### src/hdl/ssr_pkg.sv
// Shared types, constants and helpers for the stream search-and-replace block.
package ssr_pkg;

    localparam int MAX_PATTERN_LEN     = 8;
    localparam int MAX_REPLACEMENT_LEN = 8;
    localparam int QUEUE_DEPTH         = 4;
    localparam int QUEUE_AW            = $clog2(QUEUE_DEPTH);
    localparam int LEN_W               = 4;
    localparam int CFG_DATA_W          = 64;

    // Configuration register indexes.
    typedef enum logic [1:0] {
        CFG_PATTERN_BYTES      = 2'd0,
        CFG_PATTERN_LENGTH     = 2'd1,
        CFG_REPLACEMENT_BYTES  = 2'd2,
        CFG_REPLACEMENT_LENGTH = 2'd3
    } cfg_idx_t;

    // Command kinds passed from front to back.
    typedef enum logic {
        CMD_BYTE    = 1'b0,
        CMD_REPLACE = 1'b1
    } cmd_kind_t;

    typedef struct packed {
        cmd_kind_t  kind;
        logic [7:0] data;
        logic       last;
    } cmd_t;

    typedef enum logic {
        FRONT_IDLE = 1'b0,
        FRONT_EVAL = 1'b1
    } front_state_t;

    // Saturate a length register into 1..maxlen.
    function automatic logic [LEN_W-1:0] clamp_len(input logic [LEN_W-1:0] v,
                                                   input logic [LEN_W-1:0] maxlen);
        logic [LEN_W-1:0] r;
        if (v == '0) begin
            r = LEN_W'(1);
        end else if (v > maxlen) begin
            r = maxlen;
        end else begin
            r = v;
        end
        return r;
    endfunction

endpackage

### src/hdl/ssr_queue.sv
// Small command FIFO between the classifying front and the emitting back.
module ssr_queue (
    input  logic          aclk,
    input  logic          aresetn,
    input  logic          push,
    input  ssr_pkg::cmd_t push_data,
    output logic          full,
    input  logic          pop,
    output ssr_pkg::cmd_t pop_data,
    output logic          empty
);

    ssr_pkg::cmd_t                  mem_reg [ssr_pkg::QUEUE_DEPTH];
    logic [ssr_pkg::QUEUE_AW-1:0]   wr_ptr_reg, wr_ptr_next;
    logic [ssr_pkg::QUEUE_AW-1:0]   rd_ptr_reg, rd_ptr_next;
    logic [ssr_pkg::QUEUE_AW:0]     count_reg, count_next;
    logic                           do_push, do_pop;

    assign full     = (count_reg == (ssr_pkg::QUEUE_AW+1)'(ssr_pkg::QUEUE_DEPTH));
    assign empty    = (count_reg == '0);
    assign do_push  = push && !full;
    assign do_pop   = pop && !empty;
    assign pop_data = mem_reg[rd_ptr_reg];

    always_comb begin
        wr_ptr_next = do_push ? wr_ptr_reg + 1'b1 : wr_ptr_reg;
        rd_ptr_next = do_pop  ? rd_ptr_reg + 1'b1 : rd_ptr_reg;
        count_next  = count_reg;
        if (do_push && !do_pop) begin
            count_next = count_reg + 1'b1;
        end else if (do_pop && !do_push) begin
            count_next = count_reg - 1'b1;
        end
    end

    always_ff @(posedge aclk) begin
        if (do_push) begin
            mem_reg[wr_ptr_reg] <= push_data;
        end
    end

    always_ff @(posedge aclk) begin
        if (!aresetn) begin
            wr_ptr_reg <= '0;
            rd_ptr_reg <= '0;
            count_reg  <= '0;
        end else begin
            wr_ptr_reg <= wr_ptr_next;
            rd_ptr_reg <= rd_ptr_next;
            count_reg  <= count_next;
        end
    end

endmodule

### src/hdl/ssr_front.sv
// Front end: takes text words, keeps the match window, queues byte/replace commands.
module ssr_front (
    input  logic                               aclk,
    input  logic                               aresetn,
    input  logic                               s_valid,
    output logic                               s_ready,
    input  logic [7:0]                         s_text_byte,
    input  logic                               s_final_byte,
    input  logic [ssr_pkg::CFG_DATA_W-1:0]     pattern_bytes,
    input  logic [ssr_pkg::LEN_W-1:0]          pattern_length,
    input  logic                               pattern_clear,
    output logic                               push,
    output ssr_pkg::cmd_t                      push_data,
    input  logic                               q_full
);

    ssr_pkg::front_state_t state_reg, state_next;
    logic [7:0]            win_reg  [ssr_pkg::MAX_PATTERN_LEN];
    logic [7:0]            win_next [ssr_pkg::MAX_PATTERN_LEN];
    logic [ssr_pkg::LEN_W-1:0] fill_reg, fill_next;
    logic                  last_reg, last_next;

    logic [ssr_pkg::LEN_W-1:0] plen;
    logic [2:0]                app_idx;
    logic                      prefix, match;
    logic [ssr_pkg::MAX_PATTERN_LEN-1:0] byte_ok;

    assign plen = ssr_pkg::clamp_len(pattern_length,
                                     ssr_pkg::LEN_W'(ssr_pkg::MAX_PATTERN_LEN));
    // a full window (never reached in practice) overwrites its top slot
    assign app_idx = (fill_reg >= ssr_pkg::LEN_W'(ssr_pkg::MAX_PATTERN_LEN)) ?
                     3'(ssr_pkg::MAX_PATTERN_LEN - 1) : fill_reg[2:0];

    always_comb begin
        for (int i = 0; i < ssr_pkg::MAX_PATTERN_LEN; i++) begin
            byte_ok[i] = (ssr_pkg::LEN_W'(i) >= fill_reg) ||
                         (win_reg[i] == pattern_bytes[8*i +: 8]);
        end
    end

    assign prefix = (&byte_ok) && (fill_reg <= plen);
    assign match  = prefix && (fill_reg == plen);

    // next state
    always_comb begin
        state_next = state_reg;
        case (state_reg)
            ssr_pkg::FRONT_IDLE: begin
                if (s_valid) begin
                    state_next = ssr_pkg::FRONT_EVAL;
                end
            end
            ssr_pkg::FRONT_EVAL: begin
                if (match) begin
                    if (!q_full) begin
                        state_next = ssr_pkg::FRONT_IDLE;
                    end
                end else if (last_reg) begin
                    if (!q_full && fill_reg == ssr_pkg::LEN_W'(1)) begin
                        state_next = ssr_pkg::FRONT_IDLE;
                    end
                end else if (prefix) begin
                    state_next = ssr_pkg::FRONT_IDLE;
                end
            end
            default: state_next = ssr_pkg::FRONT_IDLE;
        endcase
    end

    // outputs and window datapath
    always_comb begin
        s_ready   = 1'b0;
        push      = 1'b0;
        push_data = '{kind: ssr_pkg::CMD_BYTE, data: win_reg[0], last: 1'b0};
        win_next  = win_reg;
        fill_next = fill_reg;
        last_next = last_reg;
        case (state_reg)
            ssr_pkg::FRONT_IDLE: begin
                s_ready = 1'b1;
                if (s_valid) begin
                    win_next[app_idx] = s_text_byte;
                    fill_next         = ssr_pkg::LEN_W'(app_idx) + 1'b1;
                    last_next         = s_final_byte;
                end else if (pattern_clear) begin
                    fill_next = '0;
                end
            end
            ssr_pkg::FRONT_EVAL: begin
                if (match) begin
                    push      = !q_full;
                    push_data = '{kind: ssr_pkg::CMD_REPLACE, data: win_reg[0],
                                  last: last_reg};
                    if (!q_full) begin
                        fill_next = '0;
                    end
                end else if (last_reg || !prefix) begin
                    // drop (or flush) the oldest window byte
                    push      = !q_full;
                    push_data = '{kind: ssr_pkg::CMD_BYTE, data: win_reg[0],
                                  last: last_reg && (fill_reg == ssr_pkg::LEN_W'(1))};
                    if (!q_full) begin
                        for (int i = 0; i < ssr_pkg::MAX_PATTERN_LEN - 1; i++) begin
                            win_next[i] = win_reg[i+1];
                        end
                        fill_next = fill_reg - 1'b1;
                    end
                end
            end
            default: begin
                s_ready = 1'b0;
            end
        endcase
    end

    always_ff @(posedge aclk) begin
        win_reg <= win_next;
    end

    always_ff @(posedge aclk) begin
        if (!aresetn) begin
            state_reg <= ssr_pkg::FRONT_IDLE;
            fill_reg  <= '0;
            last_reg  <= 1'b0;
        end else begin
            state_reg <= state_next;
            fill_reg  <= fill_next;
            last_reg  <= last_next;
        end
    end

endmodule

### src/hdl/ssr_back.sv
// Back end: pops commands and emits result words, expanding replacements byte by byte.
module ssr_back (
    input  logic                           aclk,
    input  logic                           aresetn,
    input  logic                           q_empty,
    input  ssr_pkg::cmd_t                  q_data,
    output logic                           pop,
    input  logic [ssr_pkg::CFG_DATA_W-1:0] replacement_bytes,
    input  logic [ssr_pkg::LEN_W-1:0]      replacement_length,
    output logic                           m_valid,
    input  logic                           m_ready,
    output logic [7:0]                     m_result_byte,
    output logic                           m_result_final
);

    ssr_pkg::cmd_t cur_reg, cur_next;
    logic          cur_valid_reg, cur_valid_next;
    logic [2:0]    idx_reg, idx_next;
    logic          out_valid_reg, out_valid_next;
    logic [7:0]    out_byte_reg, out_byte_next;
    logic          out_final_reg, out_final_next;

    logic [ssr_pkg::LEN_W-1:0] rlen;
    logic [2:0]                rlen_m1;
    logic                      load_ok, last_beat, beat;

    assign rlen    = ssr_pkg::clamp_len(replacement_length,
                                        ssr_pkg::LEN_W'(ssr_pkg::MAX_REPLACEMENT_LEN));
    assign rlen_m1 = 3'(rlen - 1'b1);

    assign load_ok   = !out_valid_reg || m_ready;
    assign last_beat = (cur_reg.kind == ssr_pkg::CMD_BYTE) || (idx_reg == rlen_m1);
    assign beat      = cur_valid_reg && load_ok;
    assign pop       = !q_empty && (!cur_valid_reg || (beat && last_beat));

    always_comb begin
        out_valid_next = out_valid_reg;
        out_byte_next  = out_byte_reg;
        out_final_next = out_final_reg;
        if (beat) begin
            out_valid_next = 1'b1;
            if (cur_reg.kind == ssr_pkg::CMD_BYTE) begin
                out_byte_next  = cur_reg.data;
                out_final_next = cur_reg.last;
            end else begin
                out_byte_next  = replacement_bytes[{idx_reg, 3'b000} +: 8];
                out_final_next = cur_reg.last && (idx_reg == rlen_m1);
            end
        end else if (load_ok) begin
            out_valid_next = 1'b0;
        end
    end

    always_comb begin
        cur_next       = cur_reg;
        cur_valid_next = cur_valid_reg;
        idx_next       = idx_reg;
        if (beat) begin
            idx_next = last_beat ? 3'd0 : idx_reg + 1'b1;
            if (last_beat) begin
                cur_valid_next = 1'b0;
            end
        end
        if (pop) begin
            cur_next       = q_data;
            cur_valid_next = 1'b1;
        end
    end

    assign m_valid        = out_valid_reg;
    assign m_result_byte  = out_byte_reg;
    assign m_result_final = out_final_reg;

    always_ff @(posedge aclk) begin
        cur_reg       <= cur_next;
        out_byte_reg  <= out_byte_next;
        out_final_reg <= out_final_next;
    end

    always_ff @(posedge aclk) begin
        if (!aresetn) begin
            cur_valid_reg <= 1'b0;
            idx_reg       <= '0;
            out_valid_reg <= 1'b0;
        end else begin
            cur_valid_reg <= cur_valid_next;
            idx_reg       <= idx_next;
            out_valid_reg <= out_valid_next;
        end
    end

endmodule

### src/hdl/stream_search_replace_core.sv
// Top level of the streaming search-and-replace core: config registers, front, queue, back.
// Path: an input word passes classify and queue write, command load and the output register
//   before m_valid rises for its first result word.
// Throughput: the front takes a word only while idle, then slides the match window one byte per
//   cycle while the queue is not full; the back emits one result word per cycle while m_ready
//   allows it, so a replacement gives replacement_length result words.
// Reset (aresetn low, synchronous): window empty, queue and output cleared, pattern 0 of
//   length 1, replacement 0 of length 1.
module stream_search_replace_core (
    input  logic                           aclk,
    input  logic                           aresetn,
    // input text stream
    input  logic                           s_valid,
    output logic                           s_ready,
    input  logic [7:0]                     s_text_byte,
    input  logic                           s_final_byte,
    // rewritten text stream
    output logic                           m_valid,
    input  logic                           m_ready,
    output logic [7:0]                     m_result_byte,
    output logic                           m_result_final,
    // configuration write port
    input  logic                           cfg_wr_en,
    input  logic [1:0]                     cfg_index,
    input  logic [ssr_pkg::CFG_DATA_W-1:0] cfg_wdata
);

    // Configuration registers
    logic [ssr_pkg::CFG_DATA_W-1:0] pattern_bytes_reg, pattern_bytes_next;
    logic [ssr_pkg::LEN_W-1:0]      pattern_length_reg, pattern_length_next;
    logic [ssr_pkg::CFG_DATA_W-1:0] replacement_bytes_reg, replacement_bytes_next;
    logic [ssr_pkg::LEN_W-1:0]      replacement_length_reg, replacement_length_next;
    logic                           pattern_clear;

    // Front <-> queue <-> back
    logic          q_push, q_full, q_pop, q_empty;
    ssr_pkg::cmd_t q_push_data, q_pop_data;

    always_comb begin
        pattern_bytes_next      = pattern_bytes_reg;
        pattern_length_next     = pattern_length_reg;
        replacement_bytes_next  = replacement_bytes_reg;
        replacement_length_next = replacement_length_reg;
        pattern_clear           = 1'b0;
        if (cfg_wr_en) begin
            case (cfg_index)
                ssr_pkg::CFG_PATTERN_BYTES: begin
                    pattern_bytes_next = cfg_wdata;
                    pattern_clear      = 1'b1;   // held window no longer valid
                end
                ssr_pkg::CFG_PATTERN_LENGTH: begin
                    pattern_length_next = cfg_wdata[ssr_pkg::LEN_W-1:0];
                    pattern_clear       = 1'b1;
                end
                ssr_pkg::CFG_REPLACEMENT_BYTES: begin
                    replacement_bytes_next = cfg_wdata;
                end
                ssr_pkg::CFG_REPLACEMENT_LENGTH: begin
                    replacement_length_next = cfg_wdata[ssr_pkg::LEN_W-1:0];
                end
                default: begin
                    pattern_clear = 1'b0;
                end
            endcase
        end
    end

    always_ff @(posedge aclk) begin
        if (!aresetn) begin
            pattern_bytes_reg      <= '0;
            pattern_length_reg     <= ssr_pkg::LEN_W'(1);
            replacement_bytes_reg  <= '0;
            replacement_length_reg <= ssr_pkg::LEN_W'(1);
        end else begin
            pattern_bytes_reg      <= pattern_bytes_next;
            pattern_length_reg     <= pattern_length_next;
            replacement_bytes_reg  <= replacement_bytes_next;
            replacement_length_reg <= replacement_length_next;
        end
    end

    // Front: appends each word to the window, then per cycle either queues a replace, drops/flushes
    // the oldest byte, waits while the queue is full, or goes back to idle.
    ssr_front u_front (
        .aclk           (aclk),
        .aresetn        (aresetn),
        .s_valid        (s_valid),
        .s_ready        (s_ready),
        .s_text_byte    (s_text_byte),
        .s_final_byte   (s_final_byte),
        .pattern_bytes  (pattern_bytes_reg),
        .pattern_length (pattern_length_reg),
        .pattern_clear  (pattern_clear),
        .push           (q_push),
        .push_data      (q_push_data),
        .q_full         (q_full)
    );

    // Decoupling queue: lets the front keep classifying while the back stalls.
    ssr_queue u_queue (
        .aclk      (aclk),
        .aresetn   (aresetn),
        .push      (q_push),
        .push_data (q_push_data),
        .full      (q_full),
        .pop       (q_pop),
        .pop_data  (q_pop_data),
        .empty     (q_empty)
    );

    // Back: one result word per cycle into the output register while it is free and commands wait.
    ssr_back u_back (
        .aclk               (aclk),
        .aresetn            (aresetn),
        .q_empty            (q_empty),
        .q_data             (q_pop_data),
        .pop                (q_pop),
        .replacement_bytes  (replacement_bytes_reg),
        .replacement_length (replacement_length_reg),
        .m_valid            (m_valid),
        .m_ready            (m_ready),
        .m_result_byte      (m_result_byte),
        .m_result_final     (m_result_final)
    );

endmodule
### config.mk
export PLATFORM = sky130hd
export DESIGN_NAME = stream_search_replace_core
export DESIGN_NICKNAME = d
export VERILOG_FILES = /design/src/hdl/ssr_pkg.sv /design/src/hdl/ssr_queue.sv /design/src/hdl/ssr_front.sv /design/src/hdl/ssr_back.sv /design/src/hdl/stream_search_replace_core.sv
export SDC_FILE = /design/constraint.sdc
export NUM_CORES = 1
export LEC_CHECK = 0
export BUFFER_PORTS_ARGS = -buffer_cell sky130_fd_sc_hd__buf_2
export CORE_MARGIN = 5
export CORE_UTILIZATION = 40
export CTS_CLUSTER_SIZE = 10
export DETAILED_ROUTE_END_ITERATION = 16
export HOLD_SLACK_MARGIN = 0.03
export PLACE_DENSITY = 0.55
export SKIP_CTS_REPAIR_TIMING = 1
export SLEW_MARGIN = 30
export SYNTH_ARGS = -nofsm -noshare
export SYNTH_HDL_FRONTEND = slang
export SYNTH_SLANG_ARGS = --single-unit
### constraint.sdc
create_clock -name aclk -period 4.6 [get_ports aclk]
set_input_delay 0.69 -clock aclk [delete_from_list [all_inputs] [get_ports aclk]]
set_output_delay 0.69 -clock aclk [all_outputs]
set_load 0.005 [all_outputs]
==> metrics.md <==
| Metric | Value |
|---|---|
| R2r worst-path depth | 12 |
| DRC | 0 |
| Flops & latches, synth | between 200 and 300 |
| Synth Cell Area | between 10000 and 15000 um2 |
| Fin area | 14060 um2 |
| Status | finished clean |
| Syn Area/Cell | between 10 and 15 um2 |
| Hold WC Path Type | in -> reg |
| Clk slew on worst S/H paths | approximately 60 ps |
| Via/cell ratio | just over 5 |
| Total Routing Usage GR | ~20% |
| Sink Count | about 280 |
| Syn Inst Count | 1179 |
| Nets | roughly 1300 |
| Setup Viol. Count Final | 0 |
| EDFF count, synth | 123 |
| Max transition margin | about two fifths |
| # port buffers | 90 |
| Share of cells above drive strength 1 | between 10% and 20% |
| DP Worst Slack | 872.4 ps |
| Critical-path top delay cell | nor4_1 |
| Worst skew pair latency | around 500 ps |
| Dpl cell area | approximately 13000 um2 |
| CTS Buf Count | 34 |
| Critical-path cell list | xor2_1 -> nor4_1 -> nand4_1 -> o32a_1 -> nor4b_4 -> a21oi_2 -> ha_1 -> inv_1 -> fa_1 -> xor2_1 -> or3_1 -> a21boi_0 |
| Starting density of the core | 40.76% |
| Power, Total | a little over 7000 uW |
| Min-delay src | s_text_byte[3] |
| Final hold vios | 0 |
| Register area | 6778 um2 |
| DRT Pass-1 Iters | 5 |
| Asr flop ratio synth | 0% |
| CP Buf/Inv Count | 1 |
| TNS Setup | 0 ps |
| Area Overhead vs Synth | 15.43% |
| Number of fill cells | 2826 |
| Final Max Slew Viols | 0 |
| Post-synthesis sequential area ratio | a little under three fifths |
| Max Cap Viol | 0 |
| Worst Tran Pin Value | 875.8 ps |
| Total routed wirelength | 34.09 mm |
| Max Fclk | 267.3 MHz |
| Crit end category | flop |
| Kind of critical path | reg -> reg |
| Drt wl/cell | slightly above 20 um |
| Leakage | approximately 0.0051 uW |
| Worst flop-to-flop path startpoint | u_front.win_reg[56] |
| Die area | around 34000 um2 |
| Req. time, crit path | 5020 ps |
| Htree depth | 2 |
| Yosys warns | 0 |
| Crit-path leading delay family | simple AND/OR/NAND/NOR gates |
| CTS tree | done |
| WHS Endpoint | u_front.win_reg[3] |
| Hold path depth | 1 |
| R2R Path End | u_queue.count_reg[2] |
| Cell Pwr Density | a little over 500 nW/um2 |
| Row cnt | 63 |
| Overflow after GRT | 0 |
| Core Box Area | 29870 um2 |
| Die Y-Extent | approximately 180 um |
| Post-route setup slack | 859.3 ps |
| Drt first-iter violations | between 700 and 800 |
| Critical path peak fanout | 15 |
| Total number of vias | ~8600 |
| Top-Level Pins | 91 |
| Syn nets | around 1300 |
| Peak supply drop | 238.5 uV |
| Most frequent CP cell | xor2_1 |
| Footprint of the multi-input gates | between 5000 and 6000 um2 |
| Die X | 184.5 um |
| Vias in the first global route | 8420 |
| Worst endpoint data arrival time | about 4200 ps |
| Clock skew | between 15 and 20 ps |
| RSZ-0062 raised after global routing | false |
| Clock Path Buffers | 3 |
| Global-route wire length before repair | between 50 and 60 mm |
| Root Buffer | clkbuf_16 |
| Hpwl dp | between 20 and 25 mm |
| Final period util | about four fifths |
| Worst path max stage delay | 600 ps |
| Post-route minimum period | between 3000 and 4000 ps |
| R2R setup slack | roughly 860 ps |
| Setup crit start kind | flop |
| DRT antenna net count | 0 |
| Largest net degree at the start of global routing | 93 |
| Predominant post-synthesis flop cell | dfxtp_1 |
| Synth cell types | 42 |
| Placer Congestion | around 0.93 |
| Initial antenna violation count | 1 |
[layer usage]
metal / share of wire (%) / track usage, %
met2: 47 / 32.03
met3: 4.8 / 3.493
met1: 47 / 28.56
met5: 0 / 0
met4: 1.9 / 4.407
[worst max path at each step]
stage	start	endpoint	slack, ps	cells after the start
after global routing	u_front.win_reg[56]	u_queue.count_reg[2]	500	12
after floorplan	replacement_length_reg[1]	u_queue.count_reg[2]	1100	15
final	u_front.win_reg[56]	u_queue.count_reg[2]	860	12
after global placement	u_front.win_reg[60]	u_queue.count_reg[2]	960	12
after CTS	u_front.win_reg[60]	u_queue.count_reg[2]	850	12
after detailed placement	u_front.win_reg[60]	u_queue.count_reg[2]	870	12
[cell usage in the layout, fill, tap and decap left out, types with 4 or more instances in the layout]
cell type / count
xnor2_1: 6
a211oi_1: 5
xor2_1: 69
inv_1: 13
buf_2: 89
ha_1: 16
or3_1: 4
dfxtp_1: 153
a21oi_1: 24
nand2_1: 345
nor2_1: 25
edfxtp_1: 123
nor4_1: 16
clkbuf_16: 37
buf_4: 13
mux2i_1: 15
mux4_2: 26
nor2b_1: 11
nand3_1: 12
nand2b_1: 4
a21boi_0: 135
o21ai_0: 64
and2_1: 7
clkbuf_1: 19
[per-stage QoR]
stage	util, %	hold slack, ps	instances
final	47.05	377.7	1663
after global routing	47.05	355.5	1663
after CTS	47.03	358.0	1662
after detailed placement	43.56	456.2	1603
after global placement	43.46	447.6	1602
after floorplan	-	435.4	1179
[Yosys cell counts (2+ instances only)]
library cell,instances,area share [%]
nor4_1,16,0.82
or2_2,3,0.15
ha_1,16,1.6
a2bb2oi_1,3,0.22
a21boi_0,135,8.3
nor2_1,26,0.80
xor2_1,69,5.0
nor3_1,2,0.082
o21a_1,3,0.18
dfxtp_1,154,25
nand2b_1,5,0.26
a211o_1,2,0.14
nand4_1,3,0.15
o221ai_1,3,0.22
buf_1,6,0.18
nand2_1,345,11
edfxtp_1,123,30
mux4_2,26,4.8
or3_1,4,0.21
inv_1,13,0.40
a211oi_1,5,0.31
nor2b_1,13,0.67
clkbuf_1,63,1.9
o21ai_0,64,2.6
mux2i_1,15,1.2
and2_1,7,0.36
a21oi_1,24,0.99
xnor2_1,6,0.43
nand3_1,12,0.49
[power breakdown]
part	total (uW)	leakage, uW	switching [uW]	internal [uW]
clock	2510	0.000500	987	1520
combinational	1310	0.00220	790	522
sequential	3340	0.00242	281	3060
[kinds of logic (layout without fill, tap and decap cells)]
| kind of cell | count (synthesis) | count (layout) | share of synthesized area (%) |
|---|---|---|---|
| DFF | 277 | 277 | 55.65 |
| AOI/OAI and AO/OA | 246 | 246 | 13.51 |
| and+or+nand+nor | 440 | 440 | 15.02 |
| buffers and inverters | 83 | 176 | 2.569 |
| xor gates and xnor gates | 75 | 75 | 5.395 |
| other | 0 | 1 | 0 |
| muxes | 41 | 41 | 6.042 |
| adders and majority gates | 17 | 17 | 1.808 |
[cell type report]
| type | count | area share [%] |
|---|---|---|
| flip-flops and latches | 277 | 48.22 |
| multi-input cells | 819 | 36.35 |
| clock buffers | 59 | 7.388 |
| repair buffers | 104 | 4.202 |
| well taps | 390 | 3.472 |
| inverters | 13 | 0.3472 |
| diodes | 1 | 0.01780 |
(Power assumes the default switching activity.)
